<file path="src/sv/flmr_pkg.sv">
// ----------------------------------------------------------------------------
// flmr_pkg
// shared types and constants of the folded linear model rmse scorer
// ----------------------------------------------------------------------------
package flmr_pkg;

   typedef enum logic [2:0] {
      KIND_WEIGHT = 3'd0,
      KIND_BIAS   = 3'd1,
      KIND_BIT    = 3'd2,
      KIND_MOL    = 3'd3,
      KIND_SET    = 3'd4
   } kind_type;

   localparam logic [0:0] CSR_FOLD_SIZE = 1'b0;
   localparam logic [10:0] FOLD_RESET = 11'd1024;

   localparam int SUM_W = 48;
   localparam int OUT_W = 40;
   localparam int SQ_W  = 64;

   typedef struct packed {
      logic start_fold;
      logic start_div;
      logic start_root;
      logic do_weight;
      logic do_bias;
      logic do_mac;
      logic do_mol;
      logic do_set;
      logic load_out;
   } cmd_type;

   typedef struct packed {
      logic fold_done;
      logic div_done;
      logic root_done;
      logic empty;
   } sts_type;

endpackage

</file>
<file path="src/sv/flmr_ctrl.sv">
// ----------------------------------------------------------------------------
// flmr_ctrl
// sequencer for one item at a time
// ----------------------------------------------------------------------------
module flmr_ctrl import flmr_pkg::*; (
   input  logic       clock,
   input  logic       reset,
   input  logic       in_valid,
   input  logic [2:0] in_kind,
   output logic       in_ready,
   output logic       out_valid,
   input  logic       out_ready,
   output cmd_type    cmd,
   input  sts_type    sts
);
   typedef enum logic [2:0] {
      ST_IDLE, ST_FOLD, ST_READ, ST_MUL, ST_MAC, ST_DIV, ST_ROOT, ST_OUT
   } state_type;

   state_type state_ff, state_in;
   logic      out_valid_ff, out_valid_in;

   assign in_ready  = (state_ff == ST_IDLE) && !(out_valid_ff && !out_ready);
   assign out_valid = out_valid_ff;

   always_comb begin
      state_in     = state_ff;
      out_valid_in = out_valid_ff && !out_ready;
      cmd          = '0;
      case (state_ff)
         ST_IDLE: begin
            if (in_valid && in_ready) begin
               case (in_kind)
                  KIND_WEIGHT: cmd.do_weight = 1'b1;
                  KIND_BIAS:   cmd.do_bias = 1'b1;
                  KIND_BIT: begin
                     cmd.start_fold = 1'b1;
                     state_in = ST_FOLD;
                  end
                  KIND_MOL: begin
                     cmd.do_mol = 1'b1;
                     state_in = ST_OUT;
                  end
                  KIND_SET: begin
                     cmd.start_div = 1'b1;
                     state_in = ST_DIV;
                  end
                  default: state_in = ST_IDLE;
               endcase
            end
         end
         ST_FOLD: if (sts.fold_done) state_in = ST_READ;
         ST_READ: state_in = ST_MUL;
         ST_MUL: state_in = ST_MAC;
         ST_MAC: begin
            cmd.do_mac = 1'b1;
            state_in = ST_IDLE;
         end
         ST_DIV: begin
            if (sts.empty) begin
               state_in = ST_OUT;
            end else if (sts.div_done) begin
               cmd.start_root = 1'b1;
               state_in = ST_ROOT;
            end
         end
         ST_ROOT: if (sts.root_done) state_in = ST_OUT;
         ST_OUT: begin
            if (!out_valid_ff) begin
               cmd.load_out = 1'b1;
               out_valid_in = 1'b1;
               state_in = ST_IDLE;
            end
         end
         default: state_in = ST_IDLE;
      endcase
   end

   always_ff @(posedge clock) begin
      if (reset) begin
         state_ff     <= ST_IDLE;
         out_valid_ff <= 1'b0;
      end else begin
         state_ff     <= state_in;
         out_valid_ff <= out_valid_in;
      end
   end
endmodule

</file>
<file path="config.mk">
export PLATFORM = sky130hd
export DESIGN_NAME = flmr_ctrl
export DESIGN_NICKNAME = d
export VERILOG_FILES = /design/src/sv/flmr_pkg.sv /design/src/sv/flmr_ctrl.sv
export SDC_FILE = /design/constraint.sdc
export NUM_CORES = 1
export LEC_CHECK = 0
export BUFFER_PORTS_ARGS = -buffer_cell sky130_fd_sc_hd__buf_2
export CAP_MARGIN = 20
export CORE_AREA = 2 2 39 41
export CTS_CLUSTER_SIZE = 12
export DETAILED_ROUTE_END_ITERATION = 8
export DIE_AREA = 0 0 41 43
export SYNTH_ARGS = -nofsm -noshare
export SYNTH_HDL_FRONTEND = slang
export SYNTH_SLANG_ARGS = --single-unit
</file>
<file path="constraint.sdc">
create_clock -name clock -period 3.6 [get_ports clock]
set_input_delay 0.72 -clock clock [delete_from_list [all_inputs] [get_ports clock]]
set_output_delay 0.72 -clock clock [all_outputs]
set_load 0.05 [all_outputs]
</file>
==> flow_summary.toml <==
[run_status]
status = "finished clean"

[clocking]
post-cts-setup-buffer-count = 0
clk_latency_ns = 0.23
cts_buffers = 3
cts_resized = 0
root_buffer = "clkbuf_4"
clk_pin_slew_ns = 0.04
clkSinkCount = 4
h-tree-depth = 1
cts_buffer_depth = 2
cts_tree = "built"
cts_hold_buf = 0

[drt]
drtAntennaViolNets = 0
routed_via_density = 4.96
vias = 456
drt_iter0_markers = 9
first_pass_iters = 4
wl_um = 961
drc = 0
wl_per_cell_um = 10.4

[die]
die_w_um = 41
rows = 14
coreArea_um2 = 1380
die_h_um = 43
io-pin-count = 22
start_util = 0.298
die_area_um2 = 1760

[logic_synthesis]
ys_ff_latch = 4
synth_top_area_cell = "dfxtp_1"
synthCells = 57
syn_avg_cell_area_um2 = 7.24
syn_nets = 68
yosysTopAreaCellShare = 0.194
ys_warn_count = 0
synth_seq_area_share = 0.194
synth_cell_types = 28
synth_area_leaders = "dfxtp_1 19%, o21ai_0 7.3%, nor2_1 6.4%, nor3b_2 6.1%, nand2_1 5.5%"
netlist_area_um2 = 413

[global_route]
grt_busiest_layer = "met2"
track_usage = 0.123
met1_usage = 0.166
antenna_found_initial = 0
grt_pass1_vias = 379
grt_pass1_wl_um = 1490
use_met3 = 0.0314
grt_use_met2 = 0.175
grt_max_degree = 13
gr-total-overflow = 0

[worst_setup_path]
start_kind = "input port"
reg2reg_slack_ns = 2.27
r2r_end = "state_ff[1]"
worstPathArrival_ns = 1.81
end_kind = "primary output"
critPathKind = "in -> out"
worstPathCellList = "buf_2 > and2b_1 > nor3_4 > nand3b_4 > nor3b_2 > buf_2"
rr_worst_depth = 4
slowest_stage = "buf_2"
crit_start = "out_ready"
max_stage_delay_ns = 0.27
path_common_cell = "buf_2"
timing.rr.start = "out_valid"
worstPathRequired_ns = 2.88
crit_fanout = 4

[finish]
area_delta_synth_final_pct = 27.6
drive_above_1_share = 0.382
diodes = 0
fillers = 145
final_area_um2 = 527
stdcell_count = 92
final_util = 0.381
nets = 89

[worst_hold_path]
hold_class = "reg -> reg"
whs_path_depth = 2
min_from = "out_valid"
hold_end = "state_ff[1]"

[timing]
maxSlewViolCount = 0
fin_setup_tns_ns = 0
min_period_ns = 2.53
worst_slack_ns = 1.07
timing.hold.ws_ns = 0.524
hold_viol_final = 0
grt_setup_unrepaired = "no"
setup_viol = 0
finClkSkew_ns = 0.00207
fin_crit_sh = 0.702
clock.fmax_mhz = 396

[placement]
dpl_cell_area_um2 = 504
io_buffer_count = 20
place.gp.congestion = 0.679
pre_cts_ws_ns = 1.08
dp.cells = 89
dp_hpwl_um = 732

[power_and_ir_drop]
power_density_nw_per_um2 = 413
finalPower_mw = 0.218
p_leak_nw = 0.242
ir_drop_uv = 151

[flow_run]
cap_violations = 0
how the worst max path moves through the flow:
stage / slack, ns / to / cells after the start
after global placement: 1.10 / cmd[8] / 6
final: 1.07 / cmd[8] / 6
after CTS: 1.07 / cmd[8] / 6
after global routing: 0.96 / cmd[8] / 6
after floorplan: 0.22 / cmd[5] / 4
after detailed placement: 1.08 / cmd[8] / 6
state kept, by name, indices dropped and copies added, names as in the netlist:
| signal | flops |
|---|---|
| out_valid | 1 |
| state_ff | 3 |
critical path: cells and delay by family:
kind	cells	cell delay, ns
simple gates	4	0.73
buf+inv	2	0.34
kinds of logic after synthesis:
logic type	count (synthesis)	share of synthesized area
AOI/OAI and AO/OA	15	0.227
buffers and inverters	8	0.106
DFF	4	0.194
other	1	0.00908
and+or+nand+nor	29	0.464
final cells by class:
class | count | area, µm² | share of cell area
clock buffers | 3 | 22.5 | 0.0428
multi-input cells | 45 | 289 | 0.549
well taps | 16 | 20.0 | 0.0380
inverters | 4 | 15.0 | 0.0285
flip-flops and latches | 4 | 80.1 | 0.152
repair buffers | 20 | 100 | 0.190
cell usage after synthesis:
library cell,count
nand4_1,1
nand2b_1,1
inv_1,4
dfxtp_1,4
nand4b_1,1
a211oi_1,1
buf_6,1
or2_4,1
and2b_1,1
nor2b_1,1
buf_4,1
nor2_1,7
o21ai_0,6
conb_1,1
nand3b_4,1
o31ai_1,1
a311oi_1,2
o211ai_1,1
or3b_1,1
nor3_4,1
nor3_1,3
buf_2,2
nand2_1,6
and3_2,1
a21oi_1,1
nor3b_2,2
a31oi_1,3
and2_1,1
power by group:
part           internal [mW]  switching (mW)
Clock                 0.0373          0.0183
Combinational         0.0350          0.0636
Sequential            0.0496          0.0137
per-layer routing:
layer | vias up | routed length, µm
met4 | 0 | 10
met5 | - | 0
met2 | 20 | 399
li1 | 240 | -
met3 | 2 | 85
met1 | 194 | 466
cell usage in the layout, fill, tap and decap left out:
master,instances
a211oi_1,1
a21oi_1,1
a311oi_1,2
a31oi_1,3
and2_1,1
and2b_1,1
and3_2,1
buf_2,20
clkbuf_4,3
conb_1,1
dfxtp_1,4
inv_1,4
nand2_1,6
nand2b_1,1
nand3b_4,1
nand4_1,1
nand4b_1,1
nor2_1,7
nor2b_1,1
nor3_1,3
nor3_4,1
nor3b_2,2
o211ai_1,1
o21ai_0,6
o31ai_1,1
or2_4,1
or3b_1,1
Note: power is estimated with default switching activity, not from simulation.
